`config.mk`:
```
export PLATFORM = sky130hd
export DESIGN_NAME = rank_keyed_priority_queue
export DESIGN_NICKNAME = d
export VERILOG_FILES = /design/src/design/rkpq_pkg.sv /design/src/design/rkpq_ram.sv /design/src/design/rkpq_scan.sv /design/src/design/rkpq_seq.sv /design/src/design/rank_keyed_priority_queue.sv
export SDC_FILE = /design/constraint.sdc
export NUM_CORES = 2
export LEC_CHECK = 0
export BUFFER_PORTS_ARGS = -buffer_cell sky130_fd_sc_hd__buf_2
export CORE_UTILIZATION = 30
export DETAILED_ROUTE_END_ITERATION = 12
export GPL_TIMING_DRIVEN = 0
export PLACE_DENSITY = 0.5
export REMOVE_ABC_BUFFERS = 1
export SLEW_MARGIN = 30
export SYNTH_ARGS = -nofsm -noshare
export SYNTH_HDL_FRONTEND = slang
export SYNTH_SLANG_ARGS = --single-unit
```
`constraint.sdc`:
```
create_clock -name clk -period 11.7 [get_ports clk]
set_clock_uncertainty 0.05 [all_clocks]
set_input_delay 1.17 -clock clk [delete_from_list [all_inputs] [get_ports clk]]
set_output_delay 1.17 -clock clk [all_outputs]
set_load 0.01 [all_outputs]
```
`src/design/rkpq_pkg.sv`:
```
// rkpq_pkg: shared constants, operation codes, sequencer state and control
// types for the rank keyed priority queue. No dependencies.
package rkpq_pkg;

  localparam int SLOTS   = 16;
  localparam int SLOT_W  = (SLOTS > 1) ? $clog2(SLOTS) : 1;
  localparam int RANK_W  = 4;
  localparam int PRIO_W  = 31;
  localparam int VAL_W   = 32;
  localparam int SUM_W   = 38;
  localparam int MASK_W  = 16;
  localparam int FUNC_W  = 3;

  typedef enum logic [FUNC_W-1:0] {
    FN_PUSH  = 3'd0,
    FN_POP   = 3'd1,
    FN_SUB   = 3'd2,
    FN_DEL   = 3'd3,
    FN_QUERY = 3'd4
  } func_t;

  typedef enum logic [3:0] {
    S_IDLE,
    S_HSCAN,
    S_HDRAIN,
    S_POPCLR,
    S_RDRANK,
    S_MODIFY,
    S_SCAN,
    S_DRAIN,
    S_DONE
  } state_t;

  // sequencer controls towards the datapath
  typedef struct packed {
    logic              busy;
    logic              issue;     // scan read issued at addr
    logic [SLOT_W-1:0] addr;
    logic              elem_vld;  // read data of a scan slot is on the RAM outputs
    logic [SLOT_W-1:0] elem_idx;
    logic              rd_rank;   // read the addressed rank
    logic              modify;    // apply the operation to the addressed rank
    logic              pop_clr;   // drop the head found by the first scan
    logic              scan_clr;
    logic              finish;    // load the result registers
  } ctl_t;

  // a is ordered strictly before b
  function automatic logic ahead(input logic [PRIO_W-1:0] pa, input logic [SLOT_W-1:0] ia,
                                 input logic [PRIO_W-1:0] pb, input logic [SLOT_W-1:0] ib);
    ahead = (pa < pb) || ((pa == pb) && (ia < ib));
  endfunction

endpackage

```
`src/design/rkpq_ram.sv`:
```
// rkpq_ram: generic single write port, single read port RAM with registered
// read data. No dependencies.
module rkpq_ram #(
  parameter int WIDTH = 32,
  parameter int DEPTH = 16
) (
  input  logic                                       clk,
  input  logic                                       we,
  input  logic [((DEPTH > 1) ? $clog2(DEPTH) : 1)-1:0] waddr,
  input  logic [WIDTH-1:0]                           wdata,
  input  logic [((DEPTH > 1) ? $clog2(DEPTH) : 1)-1:0] raddr,
  output logic [WIDTH-1:0]                           rdata
);

  logic [WIDTH-1:0] mem_r [DEPTH];
  logic [WIDTH-1:0] rdata_r;

  always_ff @(posedge clk) begin
    if (we) begin
      mem_r[waddr] <= wdata;
    end
    rdata_r <= mem_r[raddr];
  end

  assign rdata = rdata_r;

endmodule

```
`src/design/rkpq_scan.sv`:
```
// rkpq_scan: compare and accumulate unit fed one slot per cycle; tracks the
// best entry and the sum of values ordered at or before the key (of all values if the key is absent). Uses rkpq_pkg.
module rkpq_scan (
  input  logic                          clk,
  input  logic                          rst_n,
  input  logic                          clr,
  input  logic                          en,
  input  logic [rkpq_pkg::SLOT_W-1:0]   idx,
  input  logic [rkpq_pkg::PRIO_W-1:0]   prio,
  input  logic [rkpq_pkg::VAL_W-1:0]    value,
  input  logic                          key_present,
  input  logic [rkpq_pkg::PRIO_W-1:0]   key_prio,
  input  logic [rkpq_pkg::SLOT_W-1:0]   key_idx,
  output logic                          best_found,
  output logic [rkpq_pkg::SLOT_W-1:0]   best_idx,
  output logic signed [rkpq_pkg::SUM_W-1:0] sum
);

  logic                                 found_r, found_nxt;
  logic [rkpq_pkg::SLOT_W-1:0]          bidx_r, bidx_nxt;
  logic [rkpq_pkg::PRIO_W-1:0]          bprio_r, bprio_nxt;
  logic signed [rkpq_pkg::SUM_W-1:0]    sum_r, sum_nxt;
  logic                                 take_best, take_sum;

  always_comb begin
    take_best = !found_r || rkpq_pkg::ahead(prio, idx, bprio_r, bidx_r);
    take_sum  = !key_present || !rkpq_pkg::ahead(key_prio, key_idx, prio, idx);
    found_nxt = found_r;
    bidx_nxt  = bidx_r;
    bprio_nxt = bprio_r;
    sum_nxt   = sum_r;
    if (clr) begin
      found_nxt = 1'b0;
      sum_nxt   = '0;
    end else if (en) begin
      if (take_best) begin
        found_nxt = 1'b1;
        bidx_nxt  = idx;
        bprio_nxt = prio;
      end
      if (take_sum) begin
        sum_nxt = sum_r + rkpq_pkg::SUM_W'(signed'(value));
      end
    end
  end

  always_ff @(posedge clk) begin
    if (!rst_n) begin
      found_r <= 1'b0;
    end else begin
      found_r <= found_nxt;
    end
    bidx_r  <= bidx_nxt;
    bprio_r <= bprio_nxt;
    sum_r   <= sum_nxt;
  end

  assign best_found = found_r;
  assign best_idx   = bidx_r;
  assign sum        = sum_r;

endmodule

```
`src/design/rkpq_seq.sv`:
```
// rkpq_seq: sequencer for the queue; walks the slots once per scan and
// issues the modify, pop and result steps. Uses rkpq_pkg.
module rkpq_seq (
  input  logic           clk,
  input  logic           rst_n,
  input  logic           start,
  input  logic           pop_req,
  output rkpq_pkg::ctl_t ctl
);

  localparam logic [rkpq_pkg::SLOT_W-1:0] LAST = rkpq_pkg::SLOT_W'(rkpq_pkg::SLOTS - 1);

  rkpq_pkg::state_t              state_r, state_nxt;
  logic [rkpq_pkg::SLOT_W-1:0]   cnt_r, cnt_nxt;
  logic                          evld_r, evld_nxt;
  logic [rkpq_pkg::SLOT_W-1:0]   eidx_r;
  logic                          issue;

  // next state
  always_comb begin
    state_nxt = state_r;
    case (state_r)
      rkpq_pkg::S_IDLE: begin
        if (start) begin
          state_nxt = pop_req ? rkpq_pkg::S_HSCAN : rkpq_pkg::S_RDRANK;
        end
      end
      rkpq_pkg::S_HSCAN: begin
        if (cnt_r == LAST) begin
          state_nxt = rkpq_pkg::S_HDRAIN;
        end
      end
      rkpq_pkg::S_HDRAIN: state_nxt = rkpq_pkg::S_POPCLR;
      rkpq_pkg::S_POPCLR: state_nxt = rkpq_pkg::S_RDRANK;
      rkpq_pkg::S_RDRANK: state_nxt = rkpq_pkg::S_MODIFY;
      rkpq_pkg::S_MODIFY: state_nxt = rkpq_pkg::S_SCAN;
      rkpq_pkg::S_SCAN: begin
        if (cnt_r == LAST) begin
          state_nxt = rkpq_pkg::S_DRAIN;
        end
      end
      rkpq_pkg::S_DRAIN:  state_nxt = rkpq_pkg::S_DONE;
      rkpq_pkg::S_DONE:   state_nxt = rkpq_pkg::S_IDLE;
      default:            state_nxt = rkpq_pkg::S_IDLE;
    endcase
  end

  // outputs
  always_comb begin
    issue        = (state_r == rkpq_pkg::S_HSCAN) || (state_r == rkpq_pkg::S_SCAN);
    ctl          = '0;
    ctl.busy     = (state_r != rkpq_pkg::S_IDLE);
    ctl.issue    = issue;
    ctl.addr     = cnt_r;
    ctl.elem_vld = evld_r;
    ctl.elem_idx = eidx_r;
    ctl.rd_rank  = (state_r == rkpq_pkg::S_RDRANK);
    ctl.modify   = (state_r == rkpq_pkg::S_MODIFY);
    ctl.pop_clr  = (state_r == rkpq_pkg::S_POPCLR);
    ctl.scan_clr = ((state_r == rkpq_pkg::S_IDLE) && start) ||
                   (state_r == rkpq_pkg::S_MODIFY);
    ctl.finish   = (state_r == rkpq_pkg::S_DONE);
    cnt_nxt      = cnt_r;
    if (issue) begin
      cnt_nxt = (cnt_r == LAST) ? '0 : cnt_r + 1'b1;
    end
    evld_nxt     = issue;
  end

  always_ff @(posedge clk) begin
    if (!rst_n) begin
      state_r <= rkpq_pkg::S_IDLE;
      cnt_r   <= '0;
      evld_r  <= 1'b0;
    end else begin
      state_r <= state_nxt;
      cnt_r   <= cnt_nxt;
      evld_r  <= evld_nxt;
    end
    eidx_r <= cnt_r;
  end

endmodule

```
`src/design/rank_keyed_priority_queue.sv`:
```
// rank_keyed_priority_queue: top level; request registers, valid bits,
// priority and value RAMs, scan unit and sequencer. Uses rkpq_pkg, rkpq_ram,
// rkpq_scan, rkpq_seq.
//
//   channel   handshake          payload
//   request   start / busy       in_func, in_rank, in_priority_req, in_amount
//   result    out_valid strobe   out_queue_empty, out_head_rank, out_rank_priority,
//                                out_values_ahead, out_waiting_mask
//
// A request makes one pass over the slots and a pop two: each pass reads one
// entry per cycle from the single-read-port RAMs.
// The result strobe is up in the first cycle with busy low; a new request may be
// taken in that same cycle. The receiver cannot stall; results are held on
// the ports until the next one. Reset clears the valid bits, no RAM pass.
module rank_keyed_priority_queue (
  input  logic                                clk,
  input  logic                                rst_n,
  input  logic                                start,
  output logic                                busy,
  input  logic [rkpq_pkg::FUNC_W-1:0]         in_func,
  input  logic [rkpq_pkg::RANK_W-1:0]         in_rank,
  input  logic [rkpq_pkg::PRIO_W-1:0]         in_priority_req,
  input  logic signed [rkpq_pkg::VAL_W-1:0]   in_amount,
  output logic                                out_valid,
  output logic                                out_queue_empty,
  output logic [rkpq_pkg::RANK_W-1:0]         out_head_rank,
  output logic [rkpq_pkg::PRIO_W-1:0]         out_rank_priority,
  output logic signed [rkpq_pkg::SUM_W-1:0]   out_values_ahead,
  output logic [rkpq_pkg::MASK_W-1:0]         out_waiting_mask
);

  localparam int VEXT_W = (rkpq_pkg::SLOTS > rkpq_pkg::MASK_W) ?
                          rkpq_pkg::SLOTS : rkpq_pkg::MASK_W;

  rkpq_pkg::ctl_t                     ctl;
  logic                               accept;

  logic [rkpq_pkg::FUNC_W-1:0]        func_r;
  logic [rkpq_pkg::RANK_W-1:0]        rank_r;
  logic [rkpq_pkg::PRIO_W-1:0]        prio_r;
  logic [rkpq_pkg::VAL_W-1:0]         amt_r;
  logic [rkpq_pkg::PRIO_W-1:0]        key_prio_r, key_prio_nxt;

  logic [rkpq_pkg::SLOTS-1:0]         valid_r, valid_nxt;
  logic [rkpq_pkg::SLOT_W-1:0]        slot;
  logic                               in_range, present;

  logic                               prio_we, val_we;
  logic [rkpq_pkg::VAL_W-1:0]         val_wdata, val_diff;
  logic [rkpq_pkg::SLOT_W-1:0]        raddr;
  logic [rkpq_pkg::PRIO_W-1:0]        prio_rdata;
  logic [rkpq_pkg::VAL_W-1:0]         val_rdata;

  logic                               best_found;
  logic [rkpq_pkg::SLOT_W-1:0]        best_idx;
  logic signed [rkpq_pkg::SUM_W-1:0]  sum;
  logic [VEXT_W-1:0]                  vext;

  logic                               ov_r;
  logic                               empty_r;
  logic [rkpq_pkg::RANK_W-1:0]        head_r;
  logic [rkpq_pkg::PRIO_W-1:0]        rprio_r;
  logic signed [rkpq_pkg::SUM_W-1:0]  sum_r;
  logic [rkpq_pkg::MASK_W-1:0]        mask_r;

  assign busy   = ctl.busy;
  assign accept = start && !ctl.busy;

  rkpq_seq u_seq (
    .clk     (clk),
    .rst_n   (rst_n),
    .start   (start),
    .pop_req (in_func == rkpq_pkg::FN_POP),
    .ctl     (ctl)
  );

  always_ff @(posedge clk) begin
    if (accept) begin
      func_r <= in_func;
      rank_r <= in_rank;
      prio_r <= in_priority_req;
      amt_r  <= in_amount;
    end
  end

  assign slot     = rkpq_pkg::SLOT_W'(rank_r);
  assign in_range = int'(rank_r) < rkpq_pkg::SLOTS;
  assign present  = in_range && valid_r[slot];
  assign raddr    = ctl.rd_rank ? slot : ctl.addr;
  assign val_diff = val_rdata - amt_r;

  // drop the popped head on pop_clr; apply the operation to the addressed rank; RAM data from the rank read
  always_comb begin
    valid_nxt    = valid_r;
    prio_we      = 1'b0;
    val_we       = 1'b0;
    val_wdata    = amt_r;
    key_prio_nxt = key_prio_r;
    if (ctl.pop_clr && best_found) begin
      valid_nxt[best_idx] = 1'b0;
    end
    if (ctl.modify) begin
      key_prio_nxt = prio_rdata;
      case (func_r)
        rkpq_pkg::FN_PUSH: begin
          key_prio_nxt = prio_r;
          if (in_range) begin
            prio_we         = 1'b1;
            val_we          = 1'b1;
            valid_nxt[slot] = 1'b1;
          end
        end
        rkpq_pkg::FN_SUB: begin
          if (present) begin
            val_we    = 1'b1;
            val_wdata = val_diff;
            if (val_diff == '0) begin
              valid_nxt[slot] = 1'b0;
            end
          end
        end
        rkpq_pkg::FN_DEL: begin
          if (in_range) begin
            valid_nxt[slot] = 1'b0;
          end
        end
        default: ;
      endcase
    end
  end

  always_ff @(posedge clk) begin
    if (!rst_n) begin
      valid_r <= '0;
    end else begin
      valid_r <= valid_nxt;
    end
    key_prio_r <= key_prio_nxt;
  end

  rkpq_ram #(.WIDTH(rkpq_pkg::PRIO_W), .DEPTH(rkpq_pkg::SLOTS)) u_prio_ram (
    .clk   (clk),
    .we    (prio_we),
    .waddr (slot),
    .wdata (prio_r),
    .raddr (raddr),
    .rdata (prio_rdata)
  );

  rkpq_ram #(.WIDTH(rkpq_pkg::VAL_W), .DEPTH(rkpq_pkg::SLOTS)) u_val_ram (
    .clk   (clk),
    .we    (val_we),
    .waddr (slot),
    .wdata (val_wdata),
    .raddr (raddr),
    .rdata (val_rdata)
  );

  rkpq_scan u_scan (
    .clk         (clk),
    .rst_n       (rst_n),
    .clr         (ctl.scan_clr),
    .en          (ctl.elem_vld && valid_r[ctl.elem_idx]),
    .idx         (ctl.elem_idx),
    .prio        (prio_rdata),
    .value       (val_rdata),
    .key_present (present),
    .key_prio    (key_prio_r),
    .key_idx     (slot),
    .best_found  (best_found),
    .best_idx    (best_idx),
    .sum         (sum)
  );

  assign vext = VEXT_W'(valid_r);

  always_ff @(posedge clk) begin
    if (!rst_n) begin
      ov_r <= 1'b0;
    end else begin
      ov_r <= ctl.finish;
    end
    if (ctl.finish) begin
      empty_r <= !best_found;
      head_r  <= best_found ? rkpq_pkg::RANK_W'(best_idx) : '0;
      rprio_r <= present ? key_prio_r : '0;
      sum_r   <= sum;
      mask_r  <= vext[rkpq_pkg::MASK_W-1:0];
    end
  end

  assign out_valid         = ov_r;
  assign out_queue_empty   = empty_r;
  assign out_head_rank     = head_r;
  assign out_rank_priority = rprio_r;
  assign out_values_ahead  = sum_r;
  assign out_waiting_mask  = mask_r;

endmodule

```
# == After elaboration in Yosys (flattened, before gate mapping) ==
# Memories as Yosys holds them, arrays and structs flattened. A register that Yosys moved wholly into a read port is not among the register bits.
# Cells that the tools add are included.
# word_totals
ramBits,1008
word_cells,118
output_inout_bits,92
in_bits,73
mem_bits_ro,0
latch_bits,0
regBits,295
memories,2
# op_classes
bitwise,7
shifts,0
order_cmp,9
n_eq_ne,17
n_addsub,3
mul,0
n_mux,33
reduce_logical,27
div,0
# mem_list
name,words,word_bits,read_ports,rd_ports_with_merged_regs,wr,line,rtl
u_val_ram.mem_r,16,32,1,1,1,rkpq_ram.sv:15,logic [WIDTH-1:0] mem_r [DEPTH];
u_prio_ram.mem_r,16,31,1,1,1,rkpq_ram.sv:15,
# op_table
op,n
$mux W32,3
$mux W16,4
$eq A31 B31 Y1,2
$lt A31 B31 Y1,2
$pmux W16 S3,1
$add A38 B32 Y38,1
$and A16 B16 Y16,2
$logic_not A32 Y1,1
$not A16 Y16,2
$pmux W4 S8,1
$sub A32 B32 Y32,1
$mux W31,1
$mux W4,5
$eq A4 B3 Y1 const B,4
$or A16 B16 Y16,1
$lt A4 B5 Y1 const B,3
$mux W1,12
$bmux W1 S4,2
$demux W1 S4,2
$eq A4 B2 Y1 const B,2
$eq A4 B4 Y1 const B,2
$ge A4 B1 Y1 const B,2
$logic_and A1 B1 Y1,8
$lt A4 B4 Y1,2
other kinds (16),30

# == Longest topological paths before layout ==
# logic_depth
depth_word,12
ltp_mapped,15
ltp_nobuf,14

# == Modules after synthesis ==
# A second synthesis with hierarchy kept.
# hier_totals
cells_unflattened,3324
area_unflattened_um2,56489.2
# modules_own_cells
mod,instances,area_each_um2,cells_per_inst,seq_area_each_um2
rkpq_ram (u_val_ram),1,19854.0,838,16015.4
rkpq_ram (u_prio_ram),1,19248.5,812,15514.9
rank_keyed_priority_queue,1,10505.1,884,6075.8
rkpq_scan,1,6253.5,724,1831.8
rkpq_seq,1,628.1,66,260.2

# == Least setup slack after synthesis ==
# OpenSTA, ideal clock, no wires.
# synth_path
kind,flip-flop to flip-flop
start,register u_seq.state_r[0]
end,"register head_r, in the netlist out_head_rank[0], enable pin"
period_less_slack_ns,10.742
arrival_ns,9.899
path_stages_with_launch,3
required_ns,10.857
setup_time_ns,0.793
slack_ns,0.958
path_buffers,1
cell_sequence,dfxtp_1 -> clkbuf_1 -> nor4b_1
# synth_lines
item,line,rtl
"start, declared",rkpq_seq.sv:13,"rkpq_pkg::state_t state_r, state_nxt;"
"start signal, assigned",rkpq_seq.sv:72,state_r <= rkpq_pkg::S_IDLE;
"start signal, assigned",rkpq_seq.sv:76,state_r <= state_nxt;
"end signal, assigned",rank_keyed_priority_queue.sv:185,head_r <= best_found ? rkpq_pkg::RANK_W'(best_idx) : '0;
"end, declared",rank_keyed_priority_queue.sv:61,logic [rkpq_pkg::RANK_W-1:0] head_r;

# == Final worst setup path ==
# layout_path
start,register rank_r[1] in the netlist's numbering
end,"memory u_val_ram.mem_r[14][6], enable pin"
# layout_via
elab_chain_len,7
# layout_rtl
item,line,rtl
"start, declared",rank_keyed_priority_queue.sv:39,logic [rkpq_pkg::RANK_W-1:0] rank_r;
"start signal, assigned",rank_keyed_priority_queue.sv:80,rank_r <= in_rank;
$bmux W1 S4,rank_keyed_priority_queue.sv:88,assign present = in_range && valid_r[slot];
$mux W1 (not written as such),rank_keyed_priority_queue.sv:88,
$mux W1,rank_keyed_priority_queue.sv:114,if (present) begin
$pmux W1 S2,rank_keyed_priority_queue.sv:104,case (func_r)
$mux W1,rank_keyed_priority_queue.sv:102,if (ctl.modify) begin
$mux W1,rkpq_ram.sv:19,if (we) begin
$mux W1 (not written as such),rkpq_ram.sv:20,mem_r[waddr] <= wdata;
"end, declared",rkpq_ram.sv:15,
# Several ways; a longest one is shown, not always the timed one. The select of a mux whose other input is x is not followed.

==> impl_summary.log <==
INFO  metric source_of_the_worst_register_to_register_timing_path = rank_r[1]$_DFFE_PP_
INFO  metric ioPinCount = between 150 and 200
INFO  metric finalSetupViolations = 0
INFO  metric core.rowCount = about 160
INFO  metric totalWireLength = 147000 µm
INFO  metric synth_largest_type_area_fraction = 66.2%
INFO  metric grt.overflow.total = 0
INFO  metric timing.max_cap.violations = 0
INFO  metric die_w = between 400 and 500 µm
INFO  metric crit_chain = mux4_2 -> mux4_2 -> nand2_1 -> or2_4 -> and2_2 -> nor2_4 -> buf_16 -> buf_16
INFO  metric h-tree-depth = 4
INFO  metric synth_top_cell_by_area = sky130_fd_sc_hd__edfxtp_1
INFO  metric cts_resized = 0
INFO  metric endpoint_kind = flip-flop
INFO  metric tightest_slew = 1.04 ns
INFO  metric gr-usage-all-layers = around 16%
INFO  metric regToRegEndpoint = u_val_ram.mem_r[14][6]$_DFFE_PP_
INFO  metric netlist_area = 56000 µm²
INFO  metric cts_max_path_buffers = 3
INFO  metric syn_avg_cell_area = 16.7 µm²
INFO  metric first_global_vias = 31100
INFO  metric dp.final_hpwl = 102000 µm
INFO  metric total_die_area = about 190000 µm²
INFO  metric cts.repair_timing.setup_buffer_count = 0
INFO  metric dr.pass1.iters = 5
INFO  metric vdd_ir_drop_max = 121 µV
INFO  metric synthesis.instances = 3361
INFO  metric timing.critical_path.max_delay_family = simple AND/OR/NAND/NOR gates
INFO  metric depth_of_the_most_critical_reg_to_reg_path = 8
INFO  metric critical_path.n_buffers_inverters = 2
INFO  metric fin_area = ~68000 µm²
INFO  metric timing.critical_path.slowest_stage_cell = sky130_fd_sc_hd__edfxtp_1
INFO  metric timing_hold_violations_final = 0
INFO  metric layout.nets = 3919
INFO  metric worst-setup-path-type = reg2reg
INFO  metric synth-async-reset-ratio = 0%
INFO  metric vias = just over 30000
INFO  metric gp_congestion = approximately 0.8
INFO  metric start_kind = flip-flop
INFO  metric arrival_time_reported_for_the_critical_path_endpoint = 5.57 ns
INFO  metric wire_length_of_the_first_global_routing_pass = 215000 µm
INFO  metric final_period_minus_worst_setup_slack = between 5 and 6 ns
INFO  metric height_of_the_die = roughly 430 µm
INFO  metric insertion_delay = 0.81 ns
INFO  metric worst-path-max-fanout = 32
INFO  metric route.detailed.wl_per_inst = 23.2 µm
INFO  metric hold_slack = 0.396 ns
INFO  metric ys_ff_latch = 1366
INFO  metric power.density = 226 nW/µm²
INFO  metric clockRootBuffer = sky130_fd_sc_hd__clkbuf_16
INFO  metric cts_inserted_buffers = around 140
INFO  metric worst_hold_path_type = reg2reg
INFO  metric synth-edff-count = 1234
INFO  metric worst_setup_hold_path_clk_slew = roughly 0.06 ns
INFO  metric clock_tree_from_tritoncts = built
INFO  metric synth_warnings = 0
INFO  metric timing.final.crit_share = between 40% and 50%
INFO  metric ant_nets = 0
INFO  metric cts_num_sinks = approximately 1400
INFO  metric detail_route.vias_per_cell = roughly 5
INFO  metric outcome = finished, final reports clean
INFO  metric netlist-cell-type-count = 78
INFO  metric worst_hold_path.num_cells = 0
INFO  metric slew_viol_final = 0
INFO  metric initial_utilization = 30.2%
INFO  metric drt_iter0_drc = 2559
INFO  metric grt_max_degree = 59
INFO  metric seq_area_frac_synth = 70.9%
INFO  metric fraction_of_final_layout_cells_with_drive_strength_greater_than_1 = 24.5%
INFO  metric hold_start = u_scan.sum[37]$_SDFFE_PP0P_
INFO  metric relSlewSlack = 30.7%
INFO  metric placeableCoreArea = 185000 µm²
INFO  metric utilization = 36.9%
INFO  metric remaining_routing_drc_violations = 0
INFO  metric port-buffer-count = about 160
INFO  metric timing.critical_path.slowest_cell_delay = 1.03 ns
INFO  metric setup_repair_after_global_routing_missed_its_margin = no
INFO  metric total_leakage_power = roughly 0.024 µW
INFO  metric yosys-top-cells-area = sky130_fd_sc_hd__edfxtp_1 (66%), sky130_fd_sc_hd__mux4_2 (11%), sky130_fd_sc_hd__dfxtp_1 (4.7%), sky130_fd_sc_hd__ha_1 (3.1%), sky130_fd_sc_hd__nand2_1 (1.8%)
INFO  metric initial_antenna_violation_count = 5
INFO  metric cp_data_required_time = 12.14 ns
INFO  metric holdPathEnd = out_values_ahead[37]$_DFFE_PP_
INFO  metric maxClockFrequency = between 150 and 200 MHz
INFO  metric dominantRegCellSynth = sky130_fd_sc_hd__edfxtp_1
INFO  metric ff2ff_setup_slack = 6.57 ns
INFO  metric detailed_place.area = 63500 µm²
INFO  metric postCtsHoldBufs = 0
INFO  metric syn2layout_area_growth = 22.0%
## logic make-up after synthesis
group	Yosys count	synth area share, %
mux	286	11.0
compound gates	561	6.48
fa+ha+maj	139	3.13
buf+inv	278	1.91
flops	1366	70.9
xor+xnor	55	0.860
simple gates	676	5.75
## metal layers
layer  GRT usage (%)  share of wire [%]
met5               0              0.025
met4            3.59                1.6
met3            2.36                4.1
met2            26.8                 51
met1            20.8                 44
## worst max-delay path by stage
stage	to	cells past startpoint	from	slack (ns)
floorplan	u_prio_ram.rdata[0]$_DFF_P_	7	u_seq.state_r[2]$_SDFFE_PN0P_	-14.20
global placement	u_val_ram.rdata[23]$_DFF_P_	7	u_seq.state_r[2]$_SDFFE_PN0P_	-27.85
detailed placement	u_val_ram.mem_r[14][10]$_DFFE_PP_	8	rank_r[1]$_DFFE_PP_	6.53
CTS	u_val_ram.mem_r[14][6]$_DFFE_PP_	8	rank_r[1]$_DFFE_PP_	6.49
global route	u_val_ram.mem_r[6][7]$_DFFE_PP_	8	rank_r[1]$_DFFE_PP_	6.41
finish	u_val_ram.mem_r[14][6]$_DFFE_PP_	8	rank_r[1]$_DFFE_PP_	6.57
## metrics by stage
| step | std cells | setup slack [ns] | power (µW) | TNS (ns) |
|---|---|---|---|---|
| finish | 6312 | 6.57 | 15400 | 0 |
| global route | 6310 | 6.41 | 16200 | 0 |
| CTS | 6310 | 6.49 | 15600 | 0 |
| detailed placement | 6041 | 6.53 | 10900 | 0 |
| global placement | 5852 | -27.85 | 10700 | -3725.60 |
| floorplan | 3208 | -14.20 | 9540 | -894.42 |
## area by class of cell
cell class / instances / area, µm²
Antenna cell: 2 / 5.00
Clock buffer: 209 / 4080
Tap cell: 2480 / 3100
Sequential cell: 1366 / 39700
Multi-Input combinational cell: 1717 / 15800
Inverter: 125 / 469
Fill cell: 17300 / 117000
Timing Repair Buffer: 353 / 4510
Clock inverter: 60 / 731
## cells in the mapped netlist, types with 33 or more instances
cell                       instances
sky130_fd_sc_hd__inv_1           125
sky130_fd_sc_hd__clkbuf_1        121
sky130_fd_sc_hd__a21oi_1         129
sky130_fd_sc_hd__nor2_1          138
sky130_fd_sc_hd__edfxtp_1       1234
sky130_fd_sc_hd__dfxtp_1         132
sky130_fd_sc_hd__ha_1            137
sky130_fd_sc_hd__a211oi_1         71
sky130_fd_sc_hd__xnor2_1          33
sky130_fd_sc_hd__a21o_1           42
sky130_fd_sc_hd__and2_1          105
sky130_fd_sc_hd__nand2_1         272
sky130_fd_sc_hd__mux4_2          262
sky130_fd_sc_hd__o21ai_0         143
sky130_fd_sc_hd__a31oi_1          75
## layout by cell type (no fill, tap or decap), types with 16 or more instances in the layout
cell / instances
sky130_fd_sc_hd__nand2b_1: 20
sky130_fd_sc_hd__dfxtp_1: 132
sky130_fd_sc_hd__and2_1: 104
sky130_fd_sc_hd__nor2b_1: 24
sky130_fd_sc_hd__nand2_1: 271
sky130_fd_sc_hd__clkinv_2: 25
sky130_fd_sc_hd__o21a_1: 18
sky130_fd_sc_hd__a21o_1: 42
sky130_fd_sc_hd__a21oi_1: 127
sky130_fd_sc_hd__nand3_1: 28
sky130_fd_sc_hd__nor2_4: 33
sky130_fd_sc_hd__clkbuf_1: 44
sky130_fd_sc_hd__mux2i_1: 16
sky130_fd_sc_hd__mux4_2: 262
sky130_fd_sc_hd__buf_16: 90
sky130_fd_sc_hd__nor3_1: 22
sky130_fd_sc_hd__buf_8: 55
sky130_fd_sc_hd__edfxtp_1: 1234
sky130_fd_sc_hd__a31oi_1: 75
sky130_fd_sc_hd__o21ai_2: 24
sky130_fd_sc_hd__clkbuf_8: 19
sky130_fd_sc_hd__nand4_1: 20
sky130_fd_sc_hd__o21ai_0: 118
sky130_fd_sc_hd__clkbuf_16: 146
sky130_fd_sc_hd__inv_1: 124
sky130_fd_sc_hd__ha_1: 137
sky130_fd_sc_hd__nor2_1: 104
sky130_fd_sc_hd__xnor2_1: 32
sky130_fd_sc_hd__buf_2: 180
sky130_fd_sc_hd__a211oi_1: 71
sky130_fd_sc_hd__xor2_1: 21
## power breakdown
part	internal, µW	total [µW]	switching [µW]
Sequential	5820	6210	387
Clock	2680	4650	1970
Combinational	2100	4570	2470
## state kept, by name, indices dropped and copies added (netlist names), 3 cells and up
register / count
prio_r: 31
u_prio_ram.mem_r: 496
out_waiting_mask: 16
valid_r: 16
out_head_rank: 4
u_scan.bprio_r: 31
rank_r: 4
u_scan.sum: 38
out_values_ahead: 38
u_seq.eidx_r: 4
out_rank_priority: 31
amt_r: 32
u_val_ram.mem_r: 512
u_prio_ram.rdata: 31
u_seq.state_r: 4
key_prio_r: 31
u_seq.cnt_r: 4
u_val_ram.rdata: 32
func_r: 3
u_scan.best_idx: 4
Power figures use the tool's default switching activity.
